[src/rtl/awm_pkg.sv]
`timescale 1ns / 1ps
`default_nettype none

package awm_pkg;

	localparam int YEAR_W   = 14;
	localparam int MONTH_W  = 4;
	localparam int DAY_W    = 5;
	localparam int WEEK_W   = 3;
	localparam int ANCHOR_W = 3;
	localparam int WD_W     = 3;
	localparam int BY_W     = 15;
	localparam int Q_W      = 8;
	localparam int PROD_W   = 26;
	localparam int RECIP_SH = 18;

	localparam logic [ANCHOR_W-1:0] ANCHOR_RESET = 3'd1;
	// biased year minus one: the weekday terms are taken on the year before
	localparam logic [BY_W-1:0]     YEAR_BIAS_M1 = 15'd399;
	// ceil(2^18 / 25), exact for the quarter-year range used here
	localparam logic [PROD_W-1:0]   RECIP25      = 26'd10486;

	localparam logic [MONTH_W-1:0] MON_JAN = 4'd1;
	localparam logic [MONTH_W-1:0] MON_FEB = 4'd2;
	localparam logic [MONTH_W-1:0] MON_MAR = 4'd3;
	localparam logic [MONTH_W-1:0] MON_DEC = 4'd12;

	typedef struct packed {
		logic [BY_W-1:0]    y1;
		logic [Q_W-1:0]     q100;
		logic [MONTH_W-1:0] month;
		logic [DAY_W-1:0]   day;
	} yr_s1_t;

	typedef struct packed {
		logic [BY_W-1:0]    ysum;
		logic               leap;
		logic [MONTH_W-1:0] month;
		logic [DAY_W-1:0]   day;
	} yr_s2_t;

	typedef struct packed {
		logic [WD_W-1:0]  w_cur;
		logic [WD_W-1:0]  w_next;
		logic [WD_W-1:0]  w_prev;
		logic [DAY_W-1:0] dim;
		logic [DAY_W-1:0] plen_days;
		logic [DAY_W-1:0] day;
		logic             bad;
	} cal_t;

	// octal digit folding, 8 = 1 mod 7
	function automatic logic [WD_W-1:0] mod7(input logic [BY_W-1:0] s);
		logic [5:0] o;
		logic [3:0] o2;
		o  = 6'(s[2:0]) + 6'(s[5:3]) + 6'(s[8:6]) + 6'(s[11:9]) + 6'(s[14:12]);
		o2 = 4'(o[2:0]) + 4'(o[5:3]);
		return (o2 >= 4'd7) ? 3'(o2 - 4'd7) : o2[2:0];
	endfunction

	function automatic logic [WD_W-1:0] month_key(input logic [MONTH_W-1:0] m);
		logic [WD_W-1:0] k;
		unique case (m)
			4'd1:    k = 3'd0;
			4'd2:    k = 3'd3;
			4'd3:    k = 3'd2;
			4'd4:    k = 3'd5;
			4'd5:    k = 3'd0;
			4'd6:    k = 3'd3;
			4'd7:    k = 3'd5;
			4'd8:    k = 3'd1;
			4'd9:    k = 3'd4;
			4'd10:   k = 3'd6;
			4'd11:   k = 3'd2;
			4'd12:   k = 3'd4;
			default: k = 3'd0;
		endcase
		return k;
	endfunction

	// zero for a month code outside 1..12
	function automatic logic [DAY_W-1:0] month_days(input logic [MONTH_W-1:0] m,
			input logic leap);
		logic [DAY_W-1:0] n;
		unique case (m)
			4'd1, 4'd3, 4'd5, 4'd7, 4'd8, 4'd10, 4'd12: n = 5'd31;
			4'd4, 4'd6, 4'd9, 4'd11:                    n = 5'd30;
			4'd2:    n = leap ? 5'd29 : 5'd28;
			default: n = 5'd0;
		endcase
		return n;
	endfunction

	// weekday of the 1st, 1=Mon..7=Sun
	function automatic logic [WD_W-1:0] first_wday(input logic [WD_W-1:0] t,
			input logic [WD_W-1:0] key);
		logic [3:0] s;
		logic [3:0] r;
		s = 4'(t) + 4'(key) + 4'd1;
		r = (s >= 4'd7) ? (s - 4'd7) : s;
		return (r == 4'd0) ? 3'd7 : r[2:0];
	endfunction

	// calendar row of a day, first row holds flen days; divide by 7 as *37 >> 8
	function automatic logic [WD_W-1:0] row_of(input logic [DAY_W-1:0] d,
			input logic [3:0] flen);
		logic [5:0]  x;
		logic [10:0] p;
		x = 6'(d) - 6'(flen) + 6'd6;
		p = 11'(x) * 11'd37;
		return (6'(d) <= 6'(flen)) ? 3'd0 : p[10:8];
	endfunction

endpackage

`default_nettype wire

[src/rtl/awm_if.sv]
`timescale 1ns / 1ps
`default_nettype none

interface awm_date_if import awm_pkg::*; ();
	logic               valid;
	logic               ready;
	logic [YEAR_W-1:0]  year;
	logic [MONTH_W-1:0] month;
	logic [DAY_W-1:0]   day;

	modport source (output valid, output year, output month, output day, input ready);
	modport sink (input valid, input year, input month, input day, output ready);
endinterface

interface awm_week_if import awm_pkg::*; ();
	logic              valid;
	logic              ready;
	logic [WEEK_W-1:0] week_number;
	logic              invalid;

	modport source (output valid, output week_number, output invalid, input ready);
	modport sink (input valid, input week_number, input invalid, output ready);
endinterface

`default_nettype wire

[src/rtl/awm_year.sv]
`timescale 1ns / 1ps
`default_nettype none

module awm_year import awm_pkg::*; (
	input  logic               clk,
	input  logic               arst_n,
	input  logic               up_valid,
	output logic               up_ready,
	input  logic [YEAR_W-1:0]  year,
	input  logic [MONTH_W-1:0] month,
	input  logic [DAY_W-1:0]   day,
	output logic               dn_valid,
	input  logic               dn_ready,
	output yr_s2_t             dn_data
);

	logic   v_s1, v_s2;
	logic   rdy_s1, rdy_s2;
	yr_s1_t d_s1;
	yr_s2_t d_s2;

	logic [BY_W-1:0]   y1;
	logic [PROD_W-1:0] prod;
	logic [BY_W-1:0]   rem100;
	logic              leap;
	logic [BY_W-1:0]   ysum;

	assign rdy_s2   = !v_s2 || dn_ready;
	assign rdy_s1   = !v_s1 || rdy_s2;
	assign up_ready = rdy_s1;
	assign dn_valid = v_s2;
	assign dn_data  = d_s2;

	// stage 1: year before the biased year, and its hundreds by reciprocal
	assign y1   = BY_W'(year) + YEAR_BIAS_M1;
	assign prod = PROD_W'(y1[BY_W-1:2]) * RECIP25;

	// stage 2: leap flag of the biased year, and the Sakamoto year sum
	assign rem100 = d_s1.y1 - BY_W'(d_s1.q100) * 15'd100;
	assign leap   = (d_s1.y1[1:0] == 2'b11 && rem100 != 15'd99) ||
		(rem100 == 15'd99 && d_s1.q100[1:0] == 2'b11);
	assign ysum   = d_s1.y1 + BY_W'(d_s1.y1[BY_W-1:2]) - BY_W'(d_s1.q100)
		+ BY_W'(d_s1.q100[Q_W-1:2]);

	always_ff @(posedge clk or negedge arst_n) begin
		if (!arst_n) begin
			v_s1 <= 1'b0;
			v_s2 <= 1'b0;
		end else begin
			if (rdy_s1)
				v_s1 <= up_valid;
			if (rdy_s2)
				v_s2 <= v_s1;
		end
	end

	always_ff @(posedge clk) begin
		if (rdy_s1 && up_valid) begin
			d_s1.y1    <= y1;
			d_s1.q100  <= prod[PROD_W-1:RECIP_SH];
			d_s1.month <= month;
			d_s1.day   <= day;
		end
		if (rdy_s2 && v_s1) begin
			d_s2.ysum  <= ysum;
			d_s2.leap  <= leap;
			d_s2.month <= d_s1.month;
			d_s2.day   <= d_s1.day;
		end
	end

endmodule

`default_nettype wire

[src/rtl/awm_cal.sv]
`timescale 1ns / 1ps
`default_nettype none

module awm_cal import awm_pkg::*; (
	input  logic   clk,
	input  logic   arst_n,
	input  logic   up_valid,
	output logic   up_ready,
	input  yr_s2_t up_data,
	output logic   dn_valid,
	input  logic   dn_ready,
	output cal_t   dn_data
);

	logic v_s3;
	cal_t d_s3;
	cal_t nxt;

	logic [WD_W-1:0]    t0, t1;
	logic [3:0]         t1_sum;
	logic [MONTH_W-1:0] m, m_next, m_prev;

	assign up_ready = !v_s3 || dn_ready;
	assign dn_valid = v_s3;
	assign dn_data  = d_s3;

	assign m      = up_data.month;
	assign m_next = (m == MON_DEC) ? MON_JAN : m + 4'd1;
	assign m_prev = (m == MON_JAN) ? MON_DEC : m - 4'd1;

	// t0: year term of the year before, t1: of the year itself
	assign t0     = mod7(up_data.ysum);
	assign t1_sum = 4'(t0) + 4'd1 + 4'(up_data.leap);
	assign t1     = (t1_sum >= 4'd7) ? 3'(t1_sum - 4'd7) : t1_sum[2:0];

	always_comb begin
		nxt.w_cur     = first_wday((m < MON_MAR) ? t0 : t1, month_key(m));
		nxt.w_next    = first_wday((m == MON_JAN) ? t0 : t1, month_key(m_next));
		nxt.w_prev    = first_wday((m <= MON_MAR) ? t0 : t1, month_key(m_prev));
		nxt.dim       = month_days(m, up_data.leap);
		nxt.plen_days = month_days(m_prev, up_data.leap);
		nxt.day       = up_data.day;
		nxt.bad       = (m == 4'd0) || (m > MON_DEC) || (up_data.day == 5'd0) ||
			(up_data.day > nxt.dim);
	end

	always_ff @(posedge clk or negedge arst_n) begin
		if (!arst_n)
			v_s3 <= 1'b0;
		else if (up_ready)
			v_s3 <= up_valid;
	end

	always_ff @(posedge clk) begin
		if (up_ready && up_valid)
			d_s3 <= nxt;
	end

endmodule

`default_nettype wire

[src/rtl/awm_week.sv]
`timescale 1ns / 1ps
`default_nettype none

module awm_week import awm_pkg::*; (
	input  logic                clk,
	input  logic                arst_n,
	input  logic [ANCHOR_W-1:0] anchor,
	input  logic                up_valid,
	output logic                up_ready,
	input  cal_t                up_data,
	output logic                dn_valid,
	input  logic                dn_ready,
	output logic [WEEK_W-1:0]   week_number,
	output logic                invalid
);

	logic              v_s4;
	logic [WEEK_W-1:0] week_s4;
	logic              inv_s4;

	logic [3:0]        thr, flen, plen;
	logic [WD_W-1:0]   row, prow;
	logic              bad, last_wrap;
	logic [WEEK_W-1:0] week;

	assign up_ready    = !v_s4 || dn_ready;
	assign dn_valid    = v_s4;
	assign week_number = week_s4;
	assign invalid     = inv_s4;

	assign thr  = 4'd8 - 4'(anchor);
	assign flen = 4'd8 - 4'(up_data.w_cur);
	assign plen = 4'd8 - 4'(up_data.w_prev);
	assign row  = row_of(up_data.day, flen);
	assign prow = row_of(up_data.plen_days, plen);

	assign bad       = up_data.bad || (anchor == 3'd0);
	// last day of the month with the next month starting on the anchor
	assign last_wrap = (up_data.day == up_data.dim) && (up_data.w_next == anchor);

	always_comb begin
		priority if (bad)
			week = 3'd0;
		else if (last_wrap)
			week = 3'd1;
		else if (flen < thr) begin
			if (row == 3'd0)
				week = prow + 3'd1 - 3'(plen < thr);
			else
				week = row;
		end else
			week = row + 3'd1;
	end

	always_ff @(posedge clk or negedge arst_n) begin
		if (!arst_n)
			v_s4 <= 1'b0;
		else if (up_ready)
			v_s4 <= up_valid;
	end

	always_ff @(posedge clk) begin
		if (up_ready && up_valid) begin
			week_s4 <= week;
			inv_s4  <= bad;
		end
	end

endmodule

`default_nettype wire

[src/rtl/anchored_week_of_month.sv]
// Anchored week-of-month: one date word in, one week word out. Four register
// stages (year offset and hundreds by reciprocal multiply, leap flag and year
// sum, weekdays of the 1st for this, next and previous month, week select);
// a new date can be taken every cycle unless every stage is full and the
// output is stalled. Each stage has its own valid and stall, so bubbles are
// squeezed out while the output word waits. anchor_q resets to 1 (Monday); the
// user must write it through anchor_we/anchor_wdata only while no word is in
// flight, as the block itself does not enforce this. An anchor of 0, a month
// outside 1..12 or a day outside the month gives week_number 0 with invalid set.
`timescale 1ns / 1ps
`default_nettype none

module anchored_week_of_month import awm_pkg::*; (
	input  logic                clk,
	input  logic                arst_n,
	input  logic                anchor_we,
	input  logic [ANCHOR_W-1:0] anchor_wdata,
	awm_date_if.sink            dates,
	awm_week_if.source          weeks
);

	logic [ANCHOR_W-1:0] anchor_q;

	logic   yr_valid, yr_ready;
	yr_s2_t yr_data;
	logic   cal_valid, cal_ready;
	cal_t   cal_data;

	always_ff @(posedge clk or negedge arst_n) begin
		if (!arst_n)
			anchor_q <= ANCHOR_RESET;
		else if (anchor_we)
			anchor_q <= anchor_wdata;
	end

	awm_year u_year (
		.clk      (clk),
		.arst_n   (arst_n),
		.up_valid (dates.valid),
		.up_ready (dates.ready),
		.year     (dates.year),
		.month    (dates.month),
		.day      (dates.day),
		.dn_valid (yr_valid),
		.dn_ready (yr_ready),
		.dn_data  (yr_data)
	);

	awm_cal u_cal (
		.clk      (clk),
		.arst_n   (arst_n),
		.up_valid (yr_valid),
		.up_ready (yr_ready),
		.up_data  (yr_data),
		.dn_valid (cal_valid),
		.dn_ready (cal_ready),
		.dn_data  (cal_data)
	);

	awm_week u_week (
		.clk         (clk),
		.arst_n      (arst_n),
		.anchor      (anchor_q),
		.up_valid    (cal_valid),
		.up_ready    (cal_ready),
		.up_data     (cal_data),
		.dn_valid    (weeks.valid),
		.dn_ready    (weeks.ready),
		.week_number (weeks.week_number),
		.invalid     (weeks.invalid)
	);

endmodule

`default_nettype wire

[src/flat_wrapper.sv]
// flat-port wrapper written by rule: the top's interface ports become plain ports
module anchored_week_of_month_flat import awm_pkg::*;
  (clk, arst_n, anchor_we, anchor_wdata, dates_valid, dates_year, dates_month, dates_day, dates_ready, weeks_valid, weeks_week_number, weeks_invalid, weeks_ready);
  awm_date_if dates_i ();
  awm_week_if weeks_i ();
  input  logic clk;
  input  logic arst_n;
  input  logic anchor_we;
  input  logic [ANCHOR_W-1:0] anchor_wdata;
  input wire logic [$bits(dates_i.valid)-1:0] dates_valid;
  input wire logic [$bits(dates_i.year)-1:0] dates_year;
  input wire logic [$bits(dates_i.month)-1:0] dates_month;
  input wire logic [$bits(dates_i.day)-1:0] dates_day;
  output wire logic [$bits(dates_i.ready)-1:0] dates_ready;
  output wire logic [$bits(weeks_i.valid)-1:0] weeks_valid;
  output wire logic [$bits(weeks_i.week_number)-1:0] weeks_week_number;
  output wire logic [$bits(weeks_i.invalid)-1:0] weeks_invalid;
  input wire logic [$bits(weeks_i.ready)-1:0] weeks_ready;
  assign dates_i.valid = dates_valid;
  assign dates_i.year = dates_year;
  assign dates_i.month = dates_month;
  assign dates_i.day = dates_day;
  assign dates_ready = dates_i.ready;
  assign weeks_valid = weeks_i.valid;
  assign weeks_week_number = weeks_i.week_number;
  assign weeks_invalid = weeks_i.invalid;
  assign weeks_i.ready = weeks_ready;
  anchored_week_of_month u_core (.clk(clk), .arst_n(arst_n), .anchor_we(anchor_we), .anchor_wdata(anchor_wdata), .dates(dates_i), .weeks(weeks_i));
endmodule
[config.mk]
export PLATFORM = sky130hd
export DESIGN_NAME = anchored_week_of_month_flat
export DESIGN_NICKNAME = d
export VERILOG_FILES = /design/src/rtl/awm_pkg.sv /design/src/rtl/awm_if.sv /design/src/rtl/awm_year.sv /design/src/rtl/awm_cal.sv /design/src/rtl/awm_week.sv /design/src/rtl/anchored_week_of_month.sv /design/src/flat_wrapper.sv
export SDC_FILE = /design/constraint.sdc
export NUM_CORES = 1
export LEC_CHECK = 0
export BUFFER_PORTS_ARGS = -buffer_cell sky130_fd_sc_hd__buf_2
export CAP_MARGIN = 15
export CORE_MARGIN = 3
export CORE_UTILIZATION = 35
export CTS_BUF_LIST = sky130_fd_sc_hd__clkbuf_16
export CTS_CLUSTER_SIZE = 20
export DETAILED_ROUTE_END_ITERATION = 6
export PLACE_DENSITY = 0.46
export SLEW_MARGIN = 20
export SYNTH_ARGS = -nofsm -noshare
export SYNTH_HDL_FRONTEND = slang
export SYNTH_HIERARCHICAL = 1
export SYNTH_SLANG_ARGS = --single-unit
[constraint.sdc]
create_clock -name clk -period 8.95 [get_ports clk]
set_clock_uncertainty 0.2 [all_clocks]
set_input_delay 0.895 -clock clk [delete_from_list [all_inputs] [get_ports clk]]
set_output_delay 0.895 -clock clk [all_outputs]
set_load 0.01 [all_outputs]
==> impl_metrics.env <==
export IMPL_vias=8876
export IMPL_setup_viol=0
export IMPL_clock_latency_ps=350
export IMPL_cts_sinks=89
export IMPL_synth_seq_cells=89
export IMPL_wirelength_um=26900
export IMPL_hpwl_um=23200
export IMPL_cts_tree="done"
export IMPL_rows=68
export IMPL_syn_area_per_cell_um2=9.54
export IMPL_critical_path_max_fanout=7
export IMPL_drt_iter0_drc=308
export IMPL_num_io_pins=37
export IMPL_hold_path_class="in -> async"
export IMPL_post_cts_buffers=0
export IMPL_min_period_ps=8300
export IMPL_die_area_um2=38200
export IMPL_grt_max_degree=33
export IMPL_path_clk_slew_ps=70
export IMPL_setup_worst_path_class="reg -> reg"
export IMPL_fill_cells=3537
export IMPL_drv_cap=0
export IMPL_multi_input_area_um2=8820
export IMPL_cts_buffers=9
export IMPL_status="complete, no violations"
export IMPL_regArea_um2=2640
export IMPL_synthMuxAreaShare=0.0150
export IMPL_finalCritPeriodShare=0.927
export IMPL_fin_ws_ps=654
export IMPL_grt_busiest_layer="met2"
export IMPL_cts_root_buf="clkbuf_16"
export IMPL_core_um2=35000
export IMPL_antenna_found_initial=0
export IMPL_worst_slew_pin_slew_ps=942
export IMPL_drive_gt1_frac=0.0597
export IMPL_dp_slack_ps=634
export IMPL_drc=0
export IMPL_area_growth_synth_to_final_pct=7.75
export IMPL_ant_nets=0
export IMPL_max_freq_mhz=121
export IMPL_grt_pass1_vias=9168
export IMPL_yosysWarnings=6
export IMPL_syn_area_um2=12600
export IMPL_gr_usage_met3=0.0162
export IMPL_grt_pass1_wl_um=45300
export IMPL_synthArstFlopShare=0.0787
export IMPL_synth_adder_area_share=0.401
export IMPL_drt_pass1_iterations=6
export IMPL_chipHeight_um=195
export IMPL_start_util=0.359
export IMPL_fp_dieW_um=195
export IMPL_viasPerCell=4.90
export IMPL_cp_data_required_time_ps=8850
export IMPL_syn_nets=1698
export IMPL_cts_repair_resize_count=0
export IMPL_hold_viol=0
export IMPL_cp_start_kind="flip-flop"
export IMPL_antenna_cells=0
export IMPL_portBuffers=36
export IMPL_track_usage=0.146
export IMPL_worstSetupEndpointType="flip-flop"
export IMPL_yosys_cell_types_count=78
export IMPL_cts_buffer_depth=2
export IMPL_nets=1733
export IMPL_slew_viol_final=0
export IMPL_finalSetupTns_ps=0
export IMPL_holdBufCountCts=0
export IMPL_synth_xor_area_frac=0.0603
export IMPL_synthesis_instances=1317
export IMPL_critPathArrivalTime_ps=8190
export IMPL_synth_top_family_by_area="adder cells"
export IMPL_yosys_area_share_simple=0.101
export IMPL_rsz0062_at_grt="false"
export IMPL_synth_seq_area_share=0.210
export IMPL_synth_compound_area_frac=0.125
export IMPL_use_met1=0.184
export IMPL_slew_headroom=0.372
export IMPL_wl_per_cell_um=14.8
export IMPL_synth_edf_count=82
export IMPL_grt_overflow_total=0
export IMPL_grtUsageMet2=0.269
export IMPL_htree_levels=3
export IMPL_routabilityCongestion=0.828
export IMPL_synth_main_ff_cell="edfxtp_1"
==> logic make-up after synthesis <==
group                    after synthesis
buffers and inverters                289
flip-flops                            89
AND/OR/NAND/NOR                      244
adder cells (fa/ha/maj)              350
AO/OA/AOI/OAI                        242
multiplexers                          18
XOR/XNOR                              85
==> worst max-delay path, cell delays in order, from the launching register on <==
cell and delay, ps:
edfxtp_1 350, inv_1 80, fa_1 440, fa_1 510, inv_1 50, fa_1 500
ha_1 160, inv_1 50, fa_1 400, xnor2_1 150, ha_1 220, fa_1 500
ha_1 260, a21oi_1 260, mux2i_1 540, inv_1 100, ha_1 320, ha_1 230
inv_1 90, o31ai_2 340, mux2i_1 240, mux2_2 340, fa_1 650, inv_1 120
ha_1 410, o21ai_0 110, a221oi_1 320, o22ai_1 120
==> worst paths after layout <==
check                      slack (ps)                       from  depth (start not counted)                        to
setup / recovery                  650  u_core/u_year/dn_data[14]                         27  u_core/u_cal/dn_data[16]
hold / removal                    200                     arst_n                          1        u_core/anchor_q[2]
setup reg to reg                  650  u_core/u_year/dn_data[14]                         27  u_core/u_cal/dn_data[16]
hold reg to reg                   220      u_core/u_year/d_s1[0]                          0  u_core/u_year/dn_data[0]
max in group asynchronous        8080                     arst_n                          1        u_core/anchor_q[0]
min in group clk                  220      u_core/u_year/d_s1[0]                          0  u_core/u_year/dn_data[0]
==> flip-flops by register name (all words and copies together) (netlist names) <==
| name | count |
|---|---|
| u_core/anchor_q | 3 |
| u_core/u_cal/dn_data | 21 |
| u_core/u_cal/dn_valid | 1 |
| u_core/u_week/dn_valid | 1 |
| u_core/u_week/invalid | 1 |
| u_core/u_week/week_number | 3 |
| u_core/u_year/d_s1 | 32 |
| u_core/u_year/dn_data | 25 |
| u_core/u_year/dn_valid | 1 |
| u_core/u_year/v_s1 | 1 |
==> cell type report <==
type,count,area share
Inverter,273,0.0757
Sequential cell,89,0.195
Multi-Input combinational cell,939,0.652
Clock inverter,7,0.00342
Clock buffer,9,0.0166
Timing Repair Buffer,40,0.0155
Tap cell,455,0.0421
==> cell usage in the layout, fill, tap and decap left out, drive strengths merged, types with 11 or more instances in the layout <==
cell | netlist | routed
a21o | 19 | 19
a21oi | 59 | 59
a31oi | 13 | 13
buf | 5 | 40
edfxtp | 82 | 82
fa | 87 | 87
ha | 263 | 263
inv | 273 | 276
mux2i | 11 | 11
nand2 | 48 | 48
nand2b | 27 | 27
nand3 | 21 | 21
nor2 | 54 | 54
nor2b | 19 | 19
nor3 | 24 | 24
o21ai | 73 | 73
xnor2 | 52 | 52
xor2 | 32 | 32
==> cells in the mapped netlist, drive strengths merged, types with 7 or more instances <==
cell / count / area [um^2]
ha: 263 / 3290
inv: 273 / 1020
nor3: 24 / 125
nor2b: 19 / 119
fa: 87 / 1740
a31oi: 13 / 96.3
o21bai: 7 / 63.8
o21ai: 73 / 369
xor2: 32 / 280
nand2b: 27 / 169
mux2: 7 / 78.8
a21o: 19 / 143
nand2: 48 / 183
and3: 7 / 45.1
and2: 8 / 50.1
o211ai: 8 / 65.1
nand4: 7 / 43.8
nand3: 21 / 105
nor2: 54 / 203
mux2i: 11 / 110
edfxtp: 82 / 2460
a21oi: 59 / 299
clkbuf: 11 / 41.3
o21a: 10 / 75.1
xnor2: 52 / 455
==> stage by stage <==
step,util,cell area (um^2),instances,hold slack (ps)
finish,0.387,13500,1812,202
global route,0.387,13500,1812,195
CTS,0.387,13500,1812,187
detailed placement,0.379,13300,1796,205
global placement,0.379,13300,1796,205
floorplan,-,12600,1317,200
==> metal layers <==
layer	vias up	share of wire
li1	4566	-
met1	4214	0.46
met2	86	0.52
met3	10	0.017
met4	0	0.0080
met5	-	0
Power is not shown: default switching activity piles up to over one toggle a cycle in this logic, so the estimate is an artifact.
